--- config.mk ---
export PLATFORM = sky130hd
export DESIGN_NAME = rhc_divider
export DESIGN_NICKNAME = d
export VERILOG_FILES = /design/src/hw/rtl/rhc_pkg.sv /design/src/hw/rtl/rhc_divider.sv
export SDC_FILE = /design/constraint.sdc
export NUM_CORES = 2
export LEC_CHECK = 0
export ABC_AREA = 1
export CAP_MARGIN = 20
export CORE_ASPECT_RATIO = 1.4
export CORE_MARGIN = 5
export CORE_UTILIZATION = 39
export CTS_BUF_LIST = sky130_fd_sc_hd__clkbuf_16
export DETAILED_ROUTE_END_ITERATION = 6
export DONT_BUFFER_PORTS = 1
export PLACE_DENSITY = 0.57
export SLEW_MARGIN = 20
export SYNTH_ARGS = -nofsm -noshare
export SYNTH_HDL_FRONTEND = slang
export SYNTH_MEMORY_MAX_BITS = 65536
export SYNTH_SLANG_ARGS = --single-unit
--- constraint.sdc ---
create_clock -name clock -period 66.8 [get_ports clock]
set_input_delay 13.36 -clock clock [delete_from_list [all_inputs] [get_ports clock]]
set_output_delay 13.36 -clock clock [all_outputs]
set_load 0.05 [all_outputs]
--- src/hw/rtl/rhc_pkg.sv ---
// ----------------------------------------------------------------------------
// rhc_pkg
// shared types and constants of the rgb / hsv / hsl color converter
// ----------------------------------------------------------------------------
package rhc_pkg;

   localparam int CH_W        = 8;      // one color channel
   localparam int NUM_W       = 24;     // widest numerator, 255^3 fits
   localparam int DEN_W       = 16;     // widest denominator, 255^2 fits
   localparam int CHANNELS    = 3;
   localparam int QUEUE_DEPTH = 4;

   localparam logic [DEN_W-1:0] DEN_SQ = 16'd65025;  // 255 * 255

   typedef enum logic [1:0] {
      MODE_RGB_HSL = 2'd0,
      MODE_HSL_RGB = 2'd1,
      MODE_RGB_HSV = 2'd2,
      MODE_HSV_RGB = 2'd3
   } mode_type;

   typedef logic [CH_W-1:0]  chan_type;
   typedef logic [NUM_W-1:0] num_type;
   typedef logic [DEN_W-1:0] den_type;

   // one pixel worth of division jobs, index 0 is channel a
   typedef struct packed {
      num_type [CHANNELS-1:0] num;
      den_type [CHANNELS-1:0] den;
   } job_type;

endpackage

--- src/hw/rtl/rhc_divider.sv ---
// ----------------------------------------------------------------------------
// rhc_divider
// pipelined restoring divider, one quotient bit per stage, then rounding
// ----------------------------------------------------------------------------
module rhc_divider #(
   parameter int FRAC_BITS = 16
) (
   input  logic              clock,
   input  logic              reset,
   input  logic              job_valid,
   output logic              job_ready,
   input  rhc_pkg::job_type  job,
   output logic              rsp_valid,
   input  logic              rsp_ready,
   output rhc_pkg::chan_type rsp_out_a,
   output rhc_pkg::chan_type rsp_out_b,
   output rhc_pkg::chan_type rsp_out_c
);
   import rhc_pkg::*;

   localparam int QW = CH_W + FRAC_BITS;   // quotient bits

   logic            vld_ff [QW+1];
   den_type         rem_ff [QW+1][CHANNELS];
   den_type         den_ff [QW+1][CHANNELS];
   logic [QW-1:0]   qr_ff  [QW+1][CHANNELS];
   logic            out_vld_ff, out_vld_in;
   chan_type        out_ff [CHANNELS];
   chan_type        out_in [CHANNELS];
   logic            adv;

   assign adv        = !out_vld_ff || rsp_ready;
   assign job_ready  = adv;
   assign out_vld_in = adv ? vld_ff[QW] : out_vld_ff;
   assign rsp_valid  = out_vld_ff;
   assign rsp_out_a  = out_ff[0];
   assign rsp_out_b  = out_ff[1];
   assign rsp_out_c  = out_ff[2];

   // stage 0: top of dividend is the first partial remainder
   always_ff @(posedge clock) begin
      if (adv) begin
         for (int c = 0; c < CHANNELS; c++) begin
            rem_ff[0][c] <= DEN_W'(job.num[c][NUM_W-1:CH_W]);
            den_ff[0][c] <= job.den[c];
            qr_ff[0][c]  <= {job.num[c][CH_W-1:0], {FRAC_BITS{1'b0}}};
         end
      end
   end

   for (genvar j = 1; j <= QW; j++) begin : g_stage
      logic [DEN_W:0] trial [CHANNELS];
      logic           ge    [CHANNELS];
      den_type        rem_in [CHANNELS];
      logic [QW-1:0]  qr_in  [CHANNELS];
      always_comb begin
         for (int c = 0; c < CHANNELS; c++) begin
            trial[c]  = {rem_ff[j-1][c], qr_ff[j-1][c][QW-1]};
            ge[c]     = (trial[c] >= {1'b0, den_ff[j-1][c]});
            rem_in[c] = ge[c] ? DEN_W'(trial[c] - {1'b0, den_ff[j-1][c]})
                              : trial[c][DEN_W-1:0];
            qr_in[c]  = {qr_ff[j-1][c][QW-2:0], ge[c]};
         end
      end
      always_ff @(posedge clock) begin
         if (adv) begin
            rem_ff[j] <= rem_in;
            den_ff[j] <= den_ff[j-1];
            qr_ff[j]  <= qr_in;
         end
      end
   end

   always_ff @(posedge clock) begin
      if (reset) begin
         for (int j = 0; j <= QW; j++) vld_ff[j] <= 1'b0;
      end else if (adv) begin
         vld_ff[0] <= job_valid;
         for (int j = 1; j <= QW; j++) vld_ff[j] <= vld_ff[j-1];
      end
   end

   // round half up, saturate
   logic [QW:0] rnd [CHANNELS];
   always_comb begin
      for (int c = 0; c < CHANNELS; c++) begin
         rnd[c]    = {1'b0, qr_ff[QW][c]} + ((QW+1)'(1) << (FRAC_BITS - 1));
         out_in[c] = rnd[c][QW] ? 8'd255 : rnd[c][QW-1:FRAC_BITS];
      end
   end

   always_ff @(posedge clock) begin
      if (reset) out_vld_ff <= 1'b0;
      else       out_vld_ff <= out_vld_in;
   end

   always_ff @(posedge clock) begin
      if (adv) out_ff <= out_in;
   end

   a_rem_start: assert property (@(posedge clock) disable iff (reset)
      vld_ff[0] |-> (rem_ff[0][0] < den_ff[0][0] && rem_ff[0][1] < den_ff[0][1]
                     && rem_ff[0][2] < den_ff[0][2]))
      else $error("quotient would overflow");
   a_rem_end: assert property (@(posedge clock) disable iff (reset)
      vld_ff[QW] |-> (rem_ff[QW][0] < den_ff[QW][0]))
      else $error("remainder not reduced");

endmodule

-- Word level (Yosys, flattened, before mapping)
Memories as Yosys holds them, arrays and structs flattened. A register that Yosys moved wholly into a read port is not among the register bits.
Index checks and enable logic that the tools add are counted.
- multipliers: 0
- shift operators: 0
- reduce and logical (&&, ||, !) cells: 2
- mux-type cells: 103
- equal/unequal tests: 0
- bitwise operators: 25
- magnitude comparators: 72
- add/sub/neg operators: 75
- div/mod/pow operators: 0
- operators with widths (cell ; number):
    >= comparator 17 x 16 -> 1 bit ; 72
    2-to-1 mux 16 bit ; 72
    subtractor 16 bit ; 72
    adder 24 x 16 -> 25 bit (second input constant) ; 3
    2-to-1 mux 1 bit ; 31
    bitwise OR 1 bit ; 25
    logical NOT 1 bit ; 1
    logical OR 1 bit ; 1
- ROM bits: 0
- input bits: 124
- register bits: 24
- memory bits (writable): 4225
- bits in latches: 0
- memories kept: 4
- memory list (name ; depth ; width ; rd ports ; clocked after memory_dff ; wr ports ; RTL line ; RTL):
    qr_ff ; 25 ; 72 ; 25 ; 0 ; 25 ; rhc_divider.sv:26 ; logic [QW-1:0] qr_ff [QW+1][CHANNELS];
    den_ff ; 25 ; 48 ; 24 ; 0 ; 25 ; rhc_divider.sv:25 ; den_type den_ff [QW+1][CHANNELS];
    rem_ff ; 25 ; 48 ; 24 ; 0 ; 25 ; rhc_divider.sv:24 ; den_type rem_ff [QW+1][CHANNELS];
    vld_ff ; 25 ; 1 ; 25 ; 1 ; 25 ; rhc_divider.sv:23 ; logic vld_ff [QW+1];

-- Longest topological paths before layout
- word-level depth: 6
- depth in mapped cells: 15
- gate-level depth less buffers: 13

-- Least setup slack after synthesis
No wires, ideal clock.
- path type: input to output
- from: input rsp_ready
- to: output job_ready
- data arrival time: 46045 ps
- path slack: 7395 ps
- stages on the path: 2
- path through: inv_1 nand2_1
- cells in the longest elaborated chain, start to end: 1
- ends and longest elaborated chain (what ; RTL line ; RTL):
    from (decl) ; rhc_divider.sv:14 ; input logic rsp_ready,
    logical OR 1 bit ; rhc_divider.sv:32 ; assign adv = !out_vld_ff || rsp_ready;
    to (decl) ; rhc_divider.sv:11 ; output logic job_ready,
Every way passes these cells.

-- Worst setup path after layout
Same ends and word-level chain as after synthesis.

==> flow_summary.ini <==
[critical_path]
critPathBufInv = 1
max_stage_delay_ps = 370
worstPathCellList = inv_1 > nand2_4
path_class = in2out
end_kind = output pin
crit_slowest_cell = nand2_4
worstPathArrival_ps = 13930
cpLargestDelayFamily = simple AND/OR/NAND/NOR gates
crit_fanout = 13
crit_required_ps = 53440
start_kind = input port

[clock_tree]
cts_tree = yes
cts_made_buffers = 168
clkSinkCount = 1562
clockRootBuffer = clkbuf_16
ctsHoldBuffers = 0
path_clk_slew_ps = 60
post_cts.repair.setup_buffers = 0
h-tree-depth = 4
clk_latency_ps = 830
post_cts_resized = 0
clk_path_buf_depth = 4

[worst_hold_path]
hold_path_class = reg2reg

[sta]
worst_pin_slew_ps = 1100
finClkSkew_ps = 52.6
post-route-period-util_pct = 40.9
holdWs_ps = 375
setup_tns_ps = 0
relSlewSlack_pct = 26.7
timing.final.ws_setup_ps = 39510
drv_slew = 0
rsz0062_at_grt = no
final-hold-violation-count = 0
clock.fmax_mhz = 36.6
min_period_ps = 27290
setup_viol = 0

[synth]
syn-instance-count = 8607
synth-main-ff-cell = edfxtp_1
synth.top_cells.by_count = nand2_1, inv_1, edfxtp_1
synth_top_area_cell = edfxtp_1
avgSynthCellArea_um2 = 9.47
synth.cell_area_um2 = 81500
synth_seq_cells = 1562
yosysWarnings = 0
synthTopCellsByArea = edfxtp_1, nand2_1, inv_1
yosys.area.top_type_share_pct = 57.5
syn-num-nets = 9187
yosysSeqAreaShare_pct = 57.5
synth-edff-count = 1561
netlist-cell-type-count = 46
async_flop_share_pct = 0
synth_most_common_cell = nand2_1

[placement]
dp.cells = 11200
io_buffer_count = 0
gp_routability_congestion = 0.925
dpl.hpwl_mm = 127
dp_slack_ps = 39470
placed_area_um2 = 84400

[floorplanning]
ios = 150
die_w_um = 396
die_y_um = 551
die_area_um2 = 218000
core_area_um2 = 208000
start_util_pct = 39.2
rows = 198

[finish]
final_util_pct = 43.3
final_cells = 11500
fin_nets = 9289
drive_gt1_share_pct = 5.13
synthToLayoutAreaGrowth_pct = 10.3
design_area_um2 = 89900

[detailed_routing]
wl_per_cell_um = 14.5
vias = 54400
ant_nets = 0
drtIter0Drc = 2317
drc = 0
drt_pre_antenna_iters = 5
routed_via_density = 4.72
wirelength_mm = 167

[grt]
grt_pass1_vias = 55600
grt.overflow.total = 0
antenna_found_initial = 2
grt_max_degree = 171
grt_busiest_layer = met2
grt_use_total_pct = 15.1
grt_use_met2_pct = 29.1
use_met1_pct = 15.5
global_route.usage.met3_pct = 2.07
grt_pass1_wl_mm = 270

[power]
vdd_drop_max_mv = 0.0272
power.leakage_nw = 43.8
power_mw = 3.95
power.density_nw_per_um2 = 43.9

[run_status]
status = finished clean

[run]
cap_violations = 0
[state kept, by name, summed over array words and instances, names as in the netlist]
| signal | cells |
|---|---|
| rsp_out_a | 8 |
| rsp_out_b | 8 |
| qr_ff | 648 |
| rem_ff | 432 |
| rsp_valid | 1 |
| vld_ff | 25 |
| rsp_out_c | 8 |
| den_ff | 432 |
[metal layers]
metal  vias up  routed length (um)
li1      28000                   -
met5         -                   0
met3       521                5060
met4         0               10100
met1     24900               63500
met2       962               88700
[power breakdown]
group	switching, mW	total (mW)	internal (mW)
registers	0.147	1.62	1.47
clock network	0.371	0.924	0.553
logic	0.925	1.41	0.483
[final cells by class]
class                   count  area, um^2
diodes                      1        2.50
fillers                 19700      118000
well taps                2700        3380
repair buffers             19         184
flip-flops and latches   1562       46900
clock buffers             171        4280
clock inverters           124        1200
inverters                1646        6180
multi-input cells        5312       27800
[cell usage in the layout (no fill, tap or decap), types with 62 or more instances in the layout]
master	Yosys	final
a21oi_1	238	238
clkbuf_16	0	171
edfxtp_1	1561	1561
ha_1	432	432
inv_1	1632	1655
nand2_1	2977	2976
nand3_1	666	665
nand4_1	107	107
nor2_1	301	301
nor3_1	62	62
xor2_1	121	121
[logic make-up (layout without fill, tap and decap cells)]
| logic type | count (synthesis) | in the layout | share of synthesized area [%] |
|---|---|---|---|
| AO/OA/AOI/OAI | 322 | 322 | 2.19 |
| XOR/XNOR | 148 | 148 | 1.59 |
| adder cells (fa/ha/maj) | 456 | 456 | 7.22 |
| buffers and inverters | 1733 | 1960 | 8.39 |
| flip-flops | 1562 | 1562 | 57.5 |
| other | 0 | 1 | 0 |
| AND/OR/NAND/NOR | 4386 | 4386 | 23.1 |
[path summary, 6_finish.rpt]
check	from	end	slack, ps	cells after the start
setup / recovery	rsp_ready	job_ready	39510	2
hold reg to reg	qr_ff[1][293]	qr_ff[1][366]	370	0
setup reg to reg	rsp_valid	qr_ff[1][220]	59860	8
hold / removal	qr_ff[1][293]	qr_ff[1][366]	370	0
(Power assumes the default switching activity.)
