--- config.mk ---
export PLATFORM = sky130hd
export DESIGN_NAME = rhc_queue
export DESIGN_NICKNAME = d
export VERILOG_FILES = /design/src/hw/rtl/rhc_pkg.sv /design/src/hw/rtl/rhc_queue.sv
export SDC_FILE = /design/constraint.sdc
export NUM_CORES = 1
export LEC_CHECK = 0
export BUFFER_PORTS_ARGS = -buffer_cell sky130_fd_sc_hd__buf_2
export CAP_MARGIN = 30
export CORE_ASPECT_RATIO = 2
export CORE_MARGIN = 2
export CORE_UTILIZATION = 40
export DETAILED_ROUTE_END_ITERATION = 12
export PLACE_DENSITY = 0.57
export REMOVE_ABC_BUFFERS = 1
export SYNTH_ARGS = -nofsm -noshare
export SYNTH_HDL_FRONTEND = slang
export SYNTH_SLANG_ARGS = --single-unit
export TNS_END_PERCENT = 50
--- constraint.sdc ---
create_clock -name clock -period 4.8 [get_ports clock]
set_clock_uncertainty 0.05 [all_clocks]
set_input_delay 0.48 -clock clock [delete_from_list [all_inputs] [get_ports clock]]
set_output_delay 0.48 -clock clock [all_outputs]
set_load 0.005 [all_outputs]
--- src/hw/rtl/rhc_pkg.sv ---
// ----------------------------------------------------------------------------
// rhc_pkg
// shared types and constants of the rgb / hsv / hsl color converter
// ----------------------------------------------------------------------------
package rhc_pkg;

   localparam int CH_W        = 8;      // one color channel
   localparam int NUM_W       = 24;     // widest numerator, 255^3 fits
   localparam int DEN_W       = 16;     // widest denominator, 255^2 fits
   localparam int CHANNELS    = 3;
   localparam int QUEUE_DEPTH = 4;

   localparam logic [DEN_W-1:0] DEN_SQ = 16'd65025;  // 255 * 255

   typedef enum logic [1:0] {
      MODE_RGB_HSL = 2'd0,
      MODE_HSL_RGB = 2'd1,
      MODE_RGB_HSV = 2'd2,
      MODE_HSV_RGB = 2'd3
   } mode_type;

   typedef logic [CH_W-1:0]  chan_type;
   typedef logic [NUM_W-1:0] num_type;
   typedef logic [DEN_W-1:0] den_type;

   // one pixel worth of division jobs, index 0 is channel a
   typedef struct packed {
      num_type [CHANNELS-1:0] num;
      den_type [CHANNELS-1:0] den;
   } job_type;

endpackage

--- src/hw/rtl/rhc_queue.sv ---
// ----------------------------------------------------------------------------
// rhc_queue
// short fifo of division jobs between front end and divider
// ----------------------------------------------------------------------------
module rhc_queue (
   input  logic             clock,
   input  logic             reset,
   input  logic             push_valid,
   output logic             push_ready,
   input  rhc_pkg::job_type push_job,
   output logic             pop_valid,
   input  logic             pop_ready,
   output rhc_pkg::job_type pop_job
);
   import rhc_pkg::*;

   localparam int PW = $clog2(QUEUE_DEPTH);

   job_type          mem_ff [QUEUE_DEPTH];
   logic [PW-1:0]    wr_ff, wr_in, rd_ff, rd_in;
   logic [PW:0]      cnt_ff, cnt_in;
   logic             push, pop;

   assign push_ready = (cnt_ff != (PW+1)'(QUEUE_DEPTH));
   assign pop_valid  = (cnt_ff != '0);
   assign pop_job    = mem_ff[rd_ff];
   assign push       = push_valid && push_ready;
   assign pop        = pop_valid && pop_ready;
   assign wr_in      = push ? wr_ff + 1'b1 : wr_ff;
   assign rd_in      = pop ? rd_ff + 1'b1 : rd_ff;
   assign cnt_in     = cnt_ff + (PW+1)'(push) - (PW+1)'(pop);

   always_ff @(posedge clock) begin
      if (reset) begin
         wr_ff  <= '0;
         rd_ff  <= '0;
         cnt_ff <= '0;
      end else begin
         wr_ff  <= wr_in;
         rd_ff  <= rd_in;
         cnt_ff <= cnt_in;
      end
   end

   always_ff @(posedge clock) begin
      if (push) mem_ff[wr_ff] <= push_job;
   end

   a_cnt_bound: assert property (@(posedge clock) disable iff (reset)
      cnt_ff <= (PW+1)'(QUEUE_DEPTH)) else $error("queue overfilled");
   a_ptr_gap: assert property (@(posedge clock) disable iff (reset)
      PW'(wr_ff - rd_ff) == cnt_ff[PW-1:0]) else $error("queue pointers disagree with count");

endmodule

## Word level (Yosys, flattened, before mapping)

Memory sizes are Yosys's and may differ from the RTL's. A register that Yosys moved wholly into a read port is not among the register bits.
Index checks and enable logic that the tools add are counted.

| storage, ports and cells | value |
|---|---|
| bits of input ports | 124 |
| memories kept | 1 |
| logic and storage cells | 16 |
| bits in writable memories | 480 |
| register bits after elaboration | 7 |
| output and inout port bits | 122 |

| cells by class | value |
|---|---|
| add/subtract/negate cells | 4 |
| muxes and demuxes | 4 |
| eq/ne operators | 1 |
| reduce and logical (&&, ||, !) cells | 3 |

Memories:

| name | words | bits a word | read ports | clocked after Yosys merged registers in | wr ports | RTL line | source |
|---|---|---|---|---|---|---|---|
| mem_ff | 4 | 120 | 1 | 1 | 1 | rhc_queue.sv:19 | `job_type mem_ff [QUEUE_DEPTH];` |

Operators with widths:

| operator | number |
|---|---|
| $add A2 B1 Y2 const B | 2 |
| $mux W2 | 2 |
| $add A3 B1 Y3 | 1 |
| $ne A3 B3 Y1 const B | 1 |
| $reduce_bool A3 Y1 | 1 |
| $sub A3 B1 Y3 | 1 |
| $logic_and A1 B1 Y1 | 2 |
| $mux W1 | 2 |

## Longest topological paths before layout

| depth | value |
|---|---|
| depth in word-level cells | 4 |
| mapped depth | 11 |
| mapped depth without buffers | 11 |

## Worst setup path after synthesis

Ideal clock, no wire load.

| timing path | value |
|---|---|
| path kind | flip-flop to flip-flop |
| start point | reg cnt_ff[1] |
| end point | mem mem_ff[2][0] (netlist name) (enable) |
| library setup time | 493 ps |
| cell stages (with the launch flop) | 4 |
| period minus slack after synthesis | 4201 ps |
| arrival time | 3658 ps |
| required time | 4257 ps |
| slack | 599 ps |
| path buffers | 0 |
| cells stage by stage | dfxtp_1 nor2_1 a21boi_1 and2_1 |

| between the ends | value |
|---|---|
| cells in the longest elaborated chain, start to end | 4 |

Ends and longest elaborated chain:

| item | RTL line | source |
|---|---|---|
| start: declaration | rhc_queue.sv:21 | `logic [PW:0] cnt_ff, cnt_in;` |
| start signal: assignment | rhc_queue.sv:41 | `cnt_ff <= cnt_in;` |
| $ne A3 B3 Y1 | rhc_queue.sv:24 | `assign push_ready = (cnt_ff != (PW+1)'(QUEUE_DEPTH));` |
| $logic_and A1 B1 Y1 | rhc_queue.sv:27 | `assign push = push_valid && push_ready;` |
| $mux W1 | rhc_queue.sv:46 | `if (push) mem_ff[wr_ff] <= push_job;` |
| $mux W1 (not written as such) | rhc_queue.sv:46 |  |
| end: declaration | rhc_queue.sv:19 |  |

Every way passes these cells.

==> summary.txt <==
======================================================================================
Max-cap viol count                                                                   0
Post-synthesis register bit count                                                  489
Iteration-0 DRC Markers                                                            469
Core area                                                                    44100 µm²
Unrepaired setup endpoints after global routing                                     no
Delay of the slowest cell on the worst path                                    0.86 ns
Transition at the pin with the smallest max-transition slack                  0.938 ns
Number of warnings issued by yosys                                                   0
Sum of net half-perimeters after detailed placement                            22.7 mm
Die outline area                                                             46200 µm²
Largest fanout on the critical path                                                 45
Global-route wire length before repair                                         53.6 mm
Slowest library cell on the worst path                                         dfxtp_4
Vias in the first global route                                                    8585
Routability congestion estimate from global placement                            0.709
Busiest metal layer after global routing                                          met2
Fraction of layout cells with a size suffix above 1                              45.5%
Chip Width                                                                      153 µm
Total Routing Usage GR                                                           15.6%
DRC Markers                                                                          0
Register share of total power                                                    49.1%
Starting density of the core                                                     40.3%
Nets                                                                              1083
Proportion of total power due to net switching                                   25.3%
Largest net degree at the start of global routing                                   81
Asr flop ratio synth                                                                0%
Leak                                                                           6.99 nW
Max-slew violation total from the final report                                       0
Internal Power                                                                 8.27 mW
Dominant synthesized flop cell                                                edfxtp_1
Buffers added on ports                                                             245
Crit path cell chain                                                      buf_12, mux4_2, buf_2
CTS Hold Buffers Added                                                               0
Layout overhead on the synthesized area                                          18.8%
Peak supply drop                                                              0.335 mV
Final Setup Violations                                                               0
Register area share after synthesis                                              82.1%
Worst-skew pair later-pin latency                                              0.54 ns
Total net switching power                                                      2.81 mW
CTS resizes                                                                          0
Combinational group share of total power                                         21.2%
Mean Syn Cell Area                                                            26.3 µm²
Routed len/inst                                                                23.5 µm
Number of enable flip-flop cells after synthesis                                   480
Setup crit start kind                                                             flop
Met2 demand-to-capacity share in global routing                                  28.0%
Drt via density                                                                   5.13
Crit path arrival time                                                         2.62 ns
Gate Count Post-Synth                                                              675
PwrDens                                                                     525 nW/µm²
Relative contribution of the clock network to total power                        29.6%
Status                                                                    finished, final reports clean
Max Fclk                                                                     0.317 GHz
TritonCTS clock tree                                                               yes
Classification of the worst setup path                                    flop to output pin
Critical path data required time                                               4.27 ns
Row Count                                                                          109
Final period util                                                                65.7%
Count of TritonRoute iterations in the first routing pass                            7
H-tree lvl count                                                                     2
Max transition margin                                                            37.5%
Most numerous cell in the Yosys netlist                                       edfxtp_1
Yosys top cell by area                                                        edfxtp_1
Path type of the worst min-delay path                                     primary input to flop
Post-DRT Antenna Nets                                                                0
Maximum buffer depth of the clock tree                                               3
CTS root buffer                                                              clkbuf_16
Sort of element at the end of the critical path                             output pin
Total number of clock tree sinks                                                   489
Total placed instance area                                                   19700 µm²
Total power draw                                                               11.1 mW
Worst hold slack across all endpoints                                         0.102 ns
Number of library cell types mapped by synthesis                                    24
Global route overflow                                                                0
Clock slew at the register clock pins of the worst setup and hold paths        0.06 ns
Time the final worst path needs with I/O delays and setup                      3.15 ns
Post-CTS Setup Repair Bufs                                                           0
Area fraction of the dominant cell type after synthesis                          81.1%
Number of CTS-inserted buffers                                                      42
Height of the chip                                                              302 µm
Count of boundary I/O pins                                                         246
Routed wire length                                                             36.2 mm
Design Area, Final                                                           21100 µm²
Vias after detailed routing                                                       7909
Met3 GRT Util                                                                    3.55%
Mapped Area                                                                  17800 µm²
Antenna violations before repair                                                    15
Most common library cells after synthesis                                 480 x edfxtp_1, 120 x mux4_2, 12 x buf_2
Met1 Track Usage GR                                                              18.2%
Hold Vio Cnt, Final                                                                  0
Cell types occupying the most area after synthesis                        edfxtp_1 81%, mux4_2 15%, dfxtp_1 1.0%
======================================================================================
-- stage by stage --
step	std cells	setup TNS, ns	util (%)	setup slack, ns
after floorplan	648	-163.09	-	-1.36
after global placement	1460	0	44.7	1.88
after detailed placement	1462	0	44.8	1.87
after CTS	1537	0	47.8	1.49
after global routing	1542	0	47.9	1.42
final	1542	0	47.9	1.65
-- layout make-up --
cell class	instances	area, µm²
clock buffer	57	1190
multi-input combinational	154	2980
clock inverter	18	136
tap	555	694
inverter	5	18.8
timing repair buffer	260	1490
fill	3678	22900
antenna	4	10.0
sequential	489	14600
-- path summary, 6_finish.rpt --
path	from	endpoint	slack (ns)	cells after the start
worst max-delay path	flop	pop_job[92]	1.65	3
worst min register to register	wr_ff[1]$_SDFFE_PP0P_	wr_ff[1]$_SDFFE_PP0P_	0.48	2
worst min-delay path	push_job[43]	mem_ff[2][43]$_DFFE_PP_	0.10	1
worst max register to register	cnt_ff[1]$_SDFF_PP0_	mem_ff[0][110]$_DFFE_PP_	2.03	4
-- cell families (layout without fill, tap and decap cells) --
| family | Yosys count | in the layout | share of synthesized area [%] |
|---|---|---|---|
| adders and majority gates | 7 | 7 | 0.535 |
| buffers and inverters | 32 | 340 | 1.20 |
| AOI/OAI and AO/OA | 3 | 3 | 0.141 |
| muxes | 122 | 122 | 15.3 |
| and+or+nand+nor | 19 | 19 | 0.535 |
| DFF | 489 | 489 | 82.1 |
| xor gates and xnor gates | 3 | 3 | 0.148 |
| other | 0 | 4 | 0 |
-- flip-flops by register name, indices dropped and copies added (netlist names), named ones only --
name	cells
rd_ff	2
mem_ff	480
cnt_ff	3
wr_ff	2
-- power groups by stage --
| stage | Combinational [mW] | Clock, mW | Sequential, mW |
|---|---|---|---|
| CTS | 2.45 | 3.39 | 5.46 |
| global placement | 2.42 | 0 | 5.53 |
| global route | 2.55 | 3.53 | 5.50 |
| finish | 2.35 | 3.28 | 5.44 |
| detailed placement | 2.44 | 0 | 5.55 |
| floorplan | 1.36 | 0 | 5.68 |
-- metal layers --
| metal | share of wire [%] | wire length, µm |
|---|---|---|
| met3 | 5.2 | 1880 |
| met4 | 3.3 | 1200 |
| met5 | 0.25 | 90 |
| met2 | 54 | 19600 |
| met1 | 37 | 13500 |
-- layout by cell type, fill, tap and decap left out, types with 2 or more instances in the layout --
| master | n |
|---|---|
| and2_4 | 4 |
| buf_12 | 7 |
| buf_16 | 3 |
| buf_2 | 245 |
| buf_4 | 5 |
| bufinv_16 | 2 |
| clkbuf_1 | 10 |
| clkbuf_16 | 45 |
| clkbuf_8 | 2 |
| clkinv_1 | 5 |
| clkinv_2 | 10 |
| dfxtp_1 | 7 |
| dfxtp_4 | 2 |
| diode_2 | 4 |
| edfxtp_1 | 480 |
| ha_1 | 6 |
| inv_1 | 5 |
| mux4_2 | 120 |
| nand2b_1 | 2 |
| nor2_1 | 8 |
| xor2_1 | 2 |
-- critical path, delay by kind of cell (launching register included) --
| family | cells | cell delay (ns) |
|---|---|---|
| flops | 1 | 0.86 |
| mux | 1 | 0.60 |
| buf+inv | 2 | 0.57 |
No activity file was read; power rests on OpenSTA's default activity.
