### src/hw/rtl/rhc_pkg.sv
// ----------------------------------------------------------------------------
// rhc_pkg
// shared types and constants of the rgb / hsv / hsl color converter
// ----------------------------------------------------------------------------
package rhc_pkg;

   localparam int CH_W        = 8;      // one color channel
   localparam int NUM_W       = 24;     // widest numerator, 255^3 fits
   localparam int DEN_W       = 16;     // widest denominator, 255^2 fits
   localparam int CHANNELS    = 3;
   localparam int QUEUE_DEPTH = 4;

   localparam logic [DEN_W-1:0] DEN_SQ = 16'd65025;  // 255 * 255

   typedef enum logic [1:0] {
      MODE_RGB_HSL = 2'd0,
      MODE_HSL_RGB = 2'd1,
      MODE_RGB_HSV = 2'd2,
      MODE_HSV_RGB = 2'd3
   } mode_type;

   typedef logic [CH_W-1:0]  chan_type;
   typedef logic [NUM_W-1:0] num_type;
   typedef logic [DEN_W-1:0] den_type;

   // one pixel worth of division jobs, index 0 is channel a
   typedef struct packed {
      num_type [CHANNELS-1:0] num;
      den_type [CHANNELS-1:0] den;
   } job_type;

endpackage

### src/hw/rtl/rhc_front.sv
// ----------------------------------------------------------------------------
// rhc_front
// two stage front end: classifies a pixel and forms numerator / denominator
// ----------------------------------------------------------------------------
module rhc_front (
   input  logic              clock,
   input  logic              reset,
   input  rhc_pkg::mode_type mode,
   input  logic              req_valid,
   output logic              req_ready,
   input  rhc_pkg::chan_type req_chan_a,
   input  rhc_pkg::chan_type req_chan_b,
   input  rhc_pkg::chan_type req_chan_c,
   output logic              job_valid,
   input  logic              job_ready,
   output rhc_pkg::job_type  job
);
   import rhc_pkg::*;

   // stage 1 registers
   logic     vld1_ff, vld1_in;
   mode_type mode1_ff;
   chan_type mx_ff, d_ff, l_ff;
   logic [8:0]  sum_ff;
   logic [10:0] hn_ff;
   logic        grey_ff;
   logic [15:0] q_ff, p_ff;
   chan_type    t_ff [CHANNELS];
   logic        szero_ff;
   logic [15:0] vs_ff, vns_ff;
   logic [2:0]  k_ff;
   chan_type    cd_ff;

   logic [8:0]  sum_in;
   logic [10:0] hn_in;
   chan_type    mx_in, d_in;
   logic [15:0] q_in, p_in, vs_in, vns_in;
   chan_type    t_in [CHANNELS];
   logic [2:0]  k_in;
   chan_type    cd_in;

   // stage 2 registers
   logic    vld2_ff, vld2_in;
   job_type job_ff, job_in;

   logic adv;

   assign adv       = !vld2_ff || job_ready;
   assign req_ready = adv;
   assign vld1_in   = adv ? req_valid : vld1_ff;
   assign vld2_in   = adv ? vld1_ff : vld2_ff;
   assign job_valid = vld2_ff;
   assign job       = job_ff;

   // ---- stage 1 combinational ----
   chan_type    r, g, b, mn;
   logic [15:0] ls, l255;
   logic [16:0] q17, p17;
   logic [8:0]  ta9;
   logic [10:0] h6, u;

   always_comb begin
      r  = req_chan_a;
      g  = req_chan_b;
      b  = req_chan_c;
      mx_in = r;
      mn = r;
      if (g > mx_in) mx_in = g;
      if (b > mx_in) mx_in = b;
      if (g < mn) mn = g;
      if (b < mn) mn = b;
      d_in   = mx_in - mn;
      sum_in = {1'b0, mx_in} + {1'b0, mn};
      if (r == mx_in) begin
         if (g < b) hn_in = ({3'b0, d_in} * 11'd6) + {3'b0, g} - {3'b0, b};
         else       hn_in = {3'b0, g} - {3'b0, b};
      end else if (g == mx_in) begin
         hn_in = {2'b0, d_in, 1'b0} + {3'b0, b} - {3'b0, r};
      end else begin
         hn_in = {1'b0, d_in, 2'b0} + {3'b0, r} - {3'b0, g};
      end

      // hsl: h = a, s = b, l = c
      ls   = req_chan_c * req_chan_b;
      l255 = {req_chan_c, 8'b0} - {8'b0, req_chan_c};
      if ({req_chan_c, 1'b0} < 9'd255)
         q17 = {1'b0, l255} + {1'b0, ls};
      else
         q17 = {1'b0, l255} + {1'b0, {req_chan_b, 8'b0} - {8'b0, req_chan_b}} - {1'b0, ls};
      p17  = {l255, 1'b0} - q17;
      q_in = q17[15:0];
      p_in = p17[15:0];
      ta9  = {1'b0, req_chan_a} + 9'd85;
      t_in[0] = (ta9 > 9'd255) ? 8'(ta9 - 9'd255) : ta9[7:0];
      t_in[1] = req_chan_a;
      t_in[2] = (req_chan_a < 8'd85) ? req_chan_a + 8'd170 : req_chan_a - 8'd85;

      // hsv: sector and distance from sector center
      h6 = {req_chan_a, 2'b0} + {2'b0, req_chan_a, 1'b0};
      if (h6 < 11'd255)       begin k_in = 3'd0; u = h6;            end
      else if (h6 < 11'd510)  begin k_in = 3'd1; u = h6;            end
      else if (h6 < 11'd765)  begin k_in = 3'd2; u = h6 - 11'd510;  end
      else if (h6 < 11'd1020) begin k_in = 3'd3; u = h6 - 11'd510;  end
      else if (h6 < 11'd1275) begin k_in = 3'd4; u = h6 - 11'd1020; end
      else if (h6 < 11'd1530) begin k_in = 3'd5; u = h6 - 11'd1020; end
      else                    begin k_in = 3'd0; u = 11'd0;         end
      cd_in  = (u >= 11'd255) ? 8'(11'd510 - u) : 8'(u);  // 255 - |u - 255|
      vs_in  = req_chan_c * req_chan_b;
      vns_in = req_chan_c * (8'd255 - req_chan_b);
   end

   always_ff @(posedge clock) begin
      if (reset) begin
         vld1_ff <= 1'b0;
         vld2_ff <= 1'b0;
      end else begin
         vld1_ff <= vld1_in;
         vld2_ff <= vld2_in;
      end
   end

   always_ff @(posedge clock) begin
      if (adv) begin
         mode1_ff <= mode;
         mx_ff    <= mx_in;
         d_ff     <= d_in;
         sum_ff   <= sum_in;
         hn_ff    <= hn_in;
         grey_ff  <= (d_in == 8'd0);
         l_ff     <= req_chan_c;
         q_ff     <= q_in;
         p_ff     <= p_in;
         t_ff     <= t_in;
         szero_ff <= (req_chan_b == 8'd0);
         vs_ff    <= vs_in;
         vns_ff   <= vns_in;
         k_ff     <= k_in;
         cd_ff    <= cd_in;
         job_ff   <= job_in;
      end
   end

   // ---- stage 2 combinational ----
   function automatic num_type hsl_chan(input logic [15:0] p, input logic [15:0] q,
                                        input chan_type t);
      num_type     p255, prod;
      logic [15:0] diff;
      chan_type    w6;
      p255 = {p, 8'b0} - {8'b0, p};
      diff = q - p;
      w6   = 8'd0;
      if (t <= 8'd42)       w6 = 8'(t * 3'd6);
      else if (t >= 8'd128 && t < 8'd170) w6 = 8'((8'd170 - t) * 3'd6);
      prod = diff * w6;
      if (t > 8'd42 && t <= 8'd127) hsl_chan = {q, 8'b0} - {8'b0, q};
      else                          hsl_chan = p255 + prod;
   endfunction

   num_type c255, x, m;
   num_type chn [CHANNELS];

   always_comb begin
      c255 = {vs_ff, 8'b0} - {8'b0, vs_ff};
      x    = vs_ff * cd_ff;
      m    = {vns_ff, 8'b0} - {8'b0, vns_ff};
      case (k_ff)
         3'd0:    begin chn[0] = c255; chn[1] = x;    chn[2] = '0;   end
         3'd1:    begin chn[0] = x;    chn[1] = c255; chn[2] = '0;   end
         3'd2:    begin chn[0] = '0;   chn[1] = c255; chn[2] = x;    end
         3'd3:    begin chn[0] = '0;   chn[1] = x;    chn[2] = c255; end
         3'd4:    begin chn[0] = x;    chn[1] = '0;   chn[2] = c255; end
         default: begin chn[0] = c255; chn[1] = '0;   chn[2] = x;    end
      endcase

      job_in = '0;
      case (mode1_ff)
         MODE_RGB_HSL, MODE_RGB_HSV: begin
            if (grey_ff) begin
               job_in.den[0] = 16'd1;
               job_in.den[1] = 16'd1;
            end else begin
               job_in.num[0] = NUM_W'({hn_ff, 8'b0} - {8'b0, hn_ff});
               job_in.den[0] = DEN_W'({d_ff, 2'b0} + {d_ff, 1'b0});
               job_in.num[1] = NUM_W'({d_ff, 8'b0} - {8'b0, d_ff});
               if (mode1_ff == MODE_RGB_HSV)
                  job_in.den[1] = DEN_W'(mx_ff);
               else if (sum_ff > 9'd255)
                  job_in.den[1] = DEN_W'(10'd510 - {1'b0, sum_ff});
               else
                  job_in.den[1] = DEN_W'(sum_ff);
            end
            if (mode1_ff == MODE_RGB_HSV) begin
               job_in.num[2] = NUM_W'(mx_ff);
               job_in.den[2] = 16'd1;
            end else begin
               job_in.num[2] = NUM_W'(sum_ff);
               job_in.den[2] = 16'd2;
            end
         end
         MODE_HSL_RGB: begin
            for (int i = 0; i < CHANNELS; i++) begin
               if (szero_ff) begin
                  job_in.num[i] = NUM_W'(l_ff);
                  job_in.den[i] = 16'd1;
               end else begin
                  job_in.num[i] = hsl_chan(p_ff, q_ff, t_ff[i]);
                  job_in.den[i] = DEN_SQ;
               end
            end
         end
         default: begin
            for (int i = 0; i < CHANNELS; i++) begin
               job_in.num[i] = chn[i] + m;
               job_in.den[i] = DEN_SQ;
            end
         end
      endcase
   end

endmodule

### config.mk
export PLATFORM = sky130hd
export DESIGN_NAME = rhc_front
export DESIGN_NICKNAME = d
export VERILOG_FILES = /design/src/hw/rtl/rhc_pkg.sv /design/src/hw/rtl/rhc_front.sv
export SDC_FILE = /design/constraint.sdc
export NUM_CORES = 2
export LEC_CHECK = 0
export ABC_AREA = 1
export BUFFER_PORTS_ARGS = -buffer_cell sky130_fd_sc_hd__buf_2
export CORE_UTILIZATION = 35
export CTS_BUF_LIST = sky130_fd_sc_hd__clkbuf_16
export CTS_CLUSTER_SIZE = 16
export DETAILED_ROUTE_END_ITERATION = 10
export GPL_TIMING_DRIVEN = 0
export HOLD_SLACK_MARGIN = 0.03
export PLACE_DENSITY_LB_ADDON = 0.1
export SLEW_MARGIN = 20
export SYNTH_ARGS = -nofsm -noshare
export SYNTH_HDL_FRONTEND = slang
export SYNTH_SLANG_ARGS = --single-unit
### constraint.sdc
create_clock -name clock -period 18.3 [get_ports clock]
set_clock_uncertainty 0.15 [all_clocks]
set_input_delay 1.83 -clock clock [delete_from_list [all_inputs] [get_ports clock]]
set_output_delay 1.83 -clock clock [all_outputs]
set_load 0.02 [all_outputs]
After elaboration in Yosys (flattened, before gate mapping)
Index checks and enable logic that the tools add are counted.
{ "classes": {"mux": 49, "eq_ne": 8, "n_lt_le_gt_ge": 31, "n_addsub": 42, "n_reduce_logical": 15, "mul": 13} }
{ "op_table": {"columns": ["cell", "count"], "rows": [
  ["72-bit case mux with 5 select lines", 1],
  ["120-bit case mux with 2 select lines", 1],
  ["8-bit two-way mux", 19],
  ["24-bit adder", 6],
  ["24-bit two-way mux", 6],
  ["11-bit two-way mux", 9],
  ["16-bit by 8-bit multiplier with 24-bit output", 4],
  ["24-bit by 16-bit subtractor with 24-bit output", 4],
  ["16-bit two-way mux", 4],
  ["8-bit by 2-bit multiplier with 7-bit output, second input constant", 6],
  ["48-bit two-way mux", 1],
  ["16-bit subtractor", 3],
  ["16-bit adder", 2],
  ["32-bit two-way mux", 1],
  ["16-bit by 8-bit subtractor with 16-bit output", 2],
  ["8-bit subtractor, first input constant", 4],
  ["8-bit greater-or-equal comparator, second input constant", 3],
  ["8-bit by 6-bit > comparator with 1-bit output, second input constant", 3],
  ["8-bit by 6-bit less-or-equal comparator with 1-bit output, second input constant", 3],
  ["8-bit by 7-bit less-or-equal comparator with 1-bit output, second input constant", 3],
  ["8-bit less-than comparator", 3],
  ["8-bit less-than comparator, second input constant", 3],
  ["10-bit by 9-bit adder with 11-bit output", 2],
  ["11-bit by 10-bit less-than comparator with 1-bit output, second input constant", 2],
  ["47 further kinds", 63]
]} }
{ "word_totals": {"register_bits": 269, "elab_cells": 185, "input_bits": 30} }

Longest topological paths before layout
{ "logic_depth": {"depth_word": 11, "ltp_mapped": 54, "depth_no_buf": 52} }

Worst setup path after synthesis
No wires, ideal clock.
{ "synth_path": {"path_type": "input -> register", "start": "in req_chan_b[4]", "end": "reg p_ff[15], data pin", "setup_slack_ns": 8.936, "arrival_ns": 8.946, "cell_stages": 35, "setup_time_ns": 0.268, "required_ns": 17.882, "cell_sequence": "clkbuf_1 > clkbuf_1 > nand2_1 > fa_1 > fa_1 > fa_1 > fa_1 > inv_1 > ha_1 > nand3_1 > nand2_1 > nand2_1 > a21oi_1 > xor2_1 > ha_1 > inv_1 > fa_1 > ha_1 > a21oi_1 > o21ai_0 > a21oi_1 > nor2_1 > o21ai_0 > nand2_1 > a21oi_1 > o21bai_1 > or2_2 > a32oi_1 > inv_1 > ha_1 > nand4_1 > nor3_1 > nand2_1 > o2111a_1 > xnor3_1"} }
{ "synth_via": {"word_cells_on_any_way": 7} }
{ "synth_rtl": {"columns": ["element", "line", "source"], "rows": [
  ["start, declared", "rhc_front.sv:12", "input rhc_pkg::chan_type req_chan_b,"],
  ["8-bit by 8-bit multiplier with 16-bit output *", "rhc_front.sv:84", "ls = req_chan_c * req_chan_b;"],
  ["net ls[9]", "rhc_front.sv:57", "logic [15:0] ls, l255;"],
  ["16-bit subtractor / 16-bit adder (equally long branches)", "rhc_front.sv:89, rhc_front.sv:87", null],
  ["16-bit two-way mux *", "rhc_front.sv:86", "if ({req_chan_c, 1'b0} < 9'd255)"],
  ["net q17[14]", "rhc_front.sv:58", "logic [16:0] q17, p17;"],
  ["16-bit subtractor *", "rhc_front.sv:90", "p17 = {l255, 1'b0} - q17;"],
  ["net p17[15]", "rhc_front.sv:58", null],
  ["end signal, assigned", "rhc_front.sv:132", "p_ff <= p_in;"],
  ["end, declared", "rhc_front.sv:27", "logic [15:0] q_ff, p_ff;"]
]} }
The timed path passes the listed nets; every way through them passes the cells marked *.
A chain may end at the register's enable or synchronous reset.

Final worst setup path
Ends and elaborated chain as after synthesis.

==> qor.csv <==
stage,metric,value,unit
run_status,outcome,completed,
cts,clk_pin_slew,60,ps
detailed_routing,antenna_left,0,
detailed_routing,wl_met3,9.21,mm
floorplanning,die_x,372,µm
timing,setup_viol,0,
synth,ys_warn_count,0,
cts,clk_latency,620,ps
synth,syn_avg_cell_area,7.60,µm²
global_route,grt_pass1_vias,41569,
setup_path,crit_slowest_cell,clkbuf_1,
setup_path,critical-path-max-stage-delay,600,ps
placed_design,port_buffers,144,
setup_path,cp-start-kind,primary input,
synth,synth_cell_types,65,
timing,drv_slew,0,
detailed_routing,via_per_inst,5.10,
cells_and_area,drive_above_1_share,4.96,%
detailed_routing,drt-met1-wl,86.7,mm
cts,postCtsSetupBuffers,0,
synth,yosysTopAreaCellShare,18.9,%
cells_and_area,multi_input_area,34900,µm²
global_route,overflow,0,
floorplanning,io-pin-count,152,
cts,clock_path_buffers,3,
detailed_routing,drt-initial-drc-count,3428,
synth,synth-main-ff-cell,edfxtp_1,
cts,cts_hold_buf,0,
setup_path,criticalPathCategory,primary input to register,
cts,cts_tree,done,
job,drv_cap,0,
synth,netlist_area,47900,µm²
cts,cts_made_buffers,28,
cts,ctsResizeCount,0,
synth,synth-edff-count,240,
setup_path,cp-end-kind,register,
synth,synthTopCellsByArea,"fa_1 19%, ha_1 17%, edfxtp_1 15%",
synth,netlist_instances,6304,
global_route,track_usage,25.9,%
detailed_routing,drt_wl_total,180,mm
placed_design,gp_routability_congestion,0.991,
global_route,grt_pass1_wl,266,mm
floorplanning,die_h,372,µm
detailed_routing,via_count,42296,
cells_and_area,nets,7637,
setup_path,path_max_fanout,10,
global_route,grt_max_degree,101,
synth,synth_most_common_cell,inv_1,
detailed_routing,first_pass_iters,8,
timing,period_minus_slack,11150,ps
timing,tightestPinTransition,1130,ps
floorplanning,initial_core_util,35.3,%
synth,ys_seq_area_share,15.1,%
timing,max_freq,89.7,MHz
synth,ys_ff_latch,242,
timing,hold_viol,0,
floorplanning,dieArea,138000,µm²
cells_and_area,regArea,7250,µm²
detailed_routing,topRoutingLayerUsed,met5,
placed_design,dp_hpwl,154,mm
hold_path,hold_path.class,register to register,
synth,yosysTopAreaCell,fa_1,
timing,rsz0062_at_grt,no,
detailed_routing,avgRoutedWirePerCell,21.8,µm
timing,maxSlewHeadroom,23.9,%
timing,setup_tns,0,ps
detailed_routing,met2_length,79.4,mm
cts,cts_sinks,242,
timing,post-route-period-util,60.9,%
setup_path,crit_required,18500,ps
cts,htree_num_levels,1,
global_route,antenna_found_initial,6,
synth,synthArstFlopShare,0,%
floorplanning,row_count,135,
detailed_routing,drc,0,
floorplanning,coreArea,136000,µm²
setup_path,cp.arrival,11350,ps
cts,cts-root-buf,clkbuf_16,
synth,synthTopCellsByCount,"1296 x inv_1, 1051 x nand2_1, 667 x ha_1, 586 x nor2_1, 453 x fa_1",
cells_and_area,n_fill_cell,14391,
cells_and_area,syn2layout_area_growth,8.46,%
-- per-stage QoR --
| stage | utilization (%) | cells | instance area (µm²) | worst slack [ps] | hold WS (ps) |
|---|---|---|---|---|---|
| 2_1_floorplan | - | 6310 | 47900 | 8940 | 280 |
| 3_3_place_gp | 37.5 | 8235 | 50900 | 6590 | 288 |
| 3_5_place_dp | 37.6 | 8238 | 51000 | 6630 | 305 |
| 4_1_cts | 38.3 | 8290 | 52000 | 7240 | 315 |
| 5_1_grt | 38.3 | 8290 | 52000 | 6680 | 325 |
| 6_report | 38.3 | 8291 | 52000 | 7150 | 305 |
-- flip-flops by register name, summed over array words and instances, names as in the netlist --
register   cells
mx_ff          8
q_ff          16
job_valid      1
sum_ff         8
l_ff           8
grey_ff        1
t_ff          24
d_ff           8
cd_ff          7
p_ff          15
hn_ff         11
vns_ff        16
vld1_ff        1
job           96
k_ff           3
mode1_ff       2
vs_ff         16
szero_ff       1
-- placed cells by master, fill, tap and decap left out, types with 16 or more instances in the layout --
master / netlist / routed
xor2_1: 244 / 240
a31oi_1: 28 / 28
buf_4: 30 / 30
clkbuf_16: 0 / 28
clkinv_1: 15 / 20
a21oi_1: 425 / 425
inv_1: 1296 / 1295
o21ai_0: 294 / 293
nor3_1: 47 / 47
o211ai_1: 44 / 44
nand3_1: 253 / 253
edfxtp_1: 240 / 240
ha_1: 667 / 667
o22ai_1: 65 / 65
o21bai_1: 28 / 28
nand2_1: 1051 / 1051
clkbuf_1: 140 / 139
fa_1: 453 / 453
or2_2: 41 / 41
nor2_1: 586 / 586
o31ai_1: 16 / 16
buf_2: 4 / 148
nand4_1: 35 / 35
nand3b_1: 17 / 17
xnor2_1: 104 / 104
-- layout make-up --
class                      instances  area share [%]
multi-input combinational       4569            67.2
antenna                            1         0.00482
clock buffer                      28            1.35
clock inverter                    24           0.530
sequential                       242            13.9
timing repair buffer             147            1.51
inverter                        1316            9.52
buffer                           183            1.65
tap                             1781            4.29
-- final timing paths --
kind | start | to | slack (ps) | cells after the start
setup reg to reg | t_ff[9]$_DFFE_PP_ | job[92]$_DFFE_PP_ | 9390 | 36
hold / removal | vld1_ff$_SDFFE_PP0P_ | job_valid$_SDFFE_PP0P_ | 310 | 2
setup / recovery | req_chan_b[4] | p_ff[15]$_DFFE_PP_ | 7150 | 36
hold reg to reg | vld1_ff$_SDFFE_PP0P_ | job_valid$_SDFFE_PP0P_ | 310 | 2
-- worst max-delay path: cells and delay by family --
family	cells	cell delay [ps]
and+or+nand+nor	10	1300
AOI/OAI and AO/OA	9	1780
adders and majority gates	9	3900
xor gates and xnor gates	2	900
buffers and inverters	6	1600
-- cell families (layout without fill, tap and decap cells) --
group	after synthesis	in the layout	share of synthesized area, %
compound gates	1012	1012	11.9
xor+xnor	351	351	6.48
fa+ha+maj	1120	1120	36.3
buf+inv	1499	1698	12.1
flops	242	242	15.1
other cells	1	8	0.00783
simple gates	2079	2079	18.0
-- per-layer routing --
layer,vias to the layer above,global-route usage (%)
li1,20437,-
met1,20483,37.8
met2,1191,41.0
met3,177,1.88
met4,8,6.51
met5,-,0
Power is left out: the tool's default activity adds up to more than one toggle a clock period on the data nets, which glitch-free logic cannot reach.
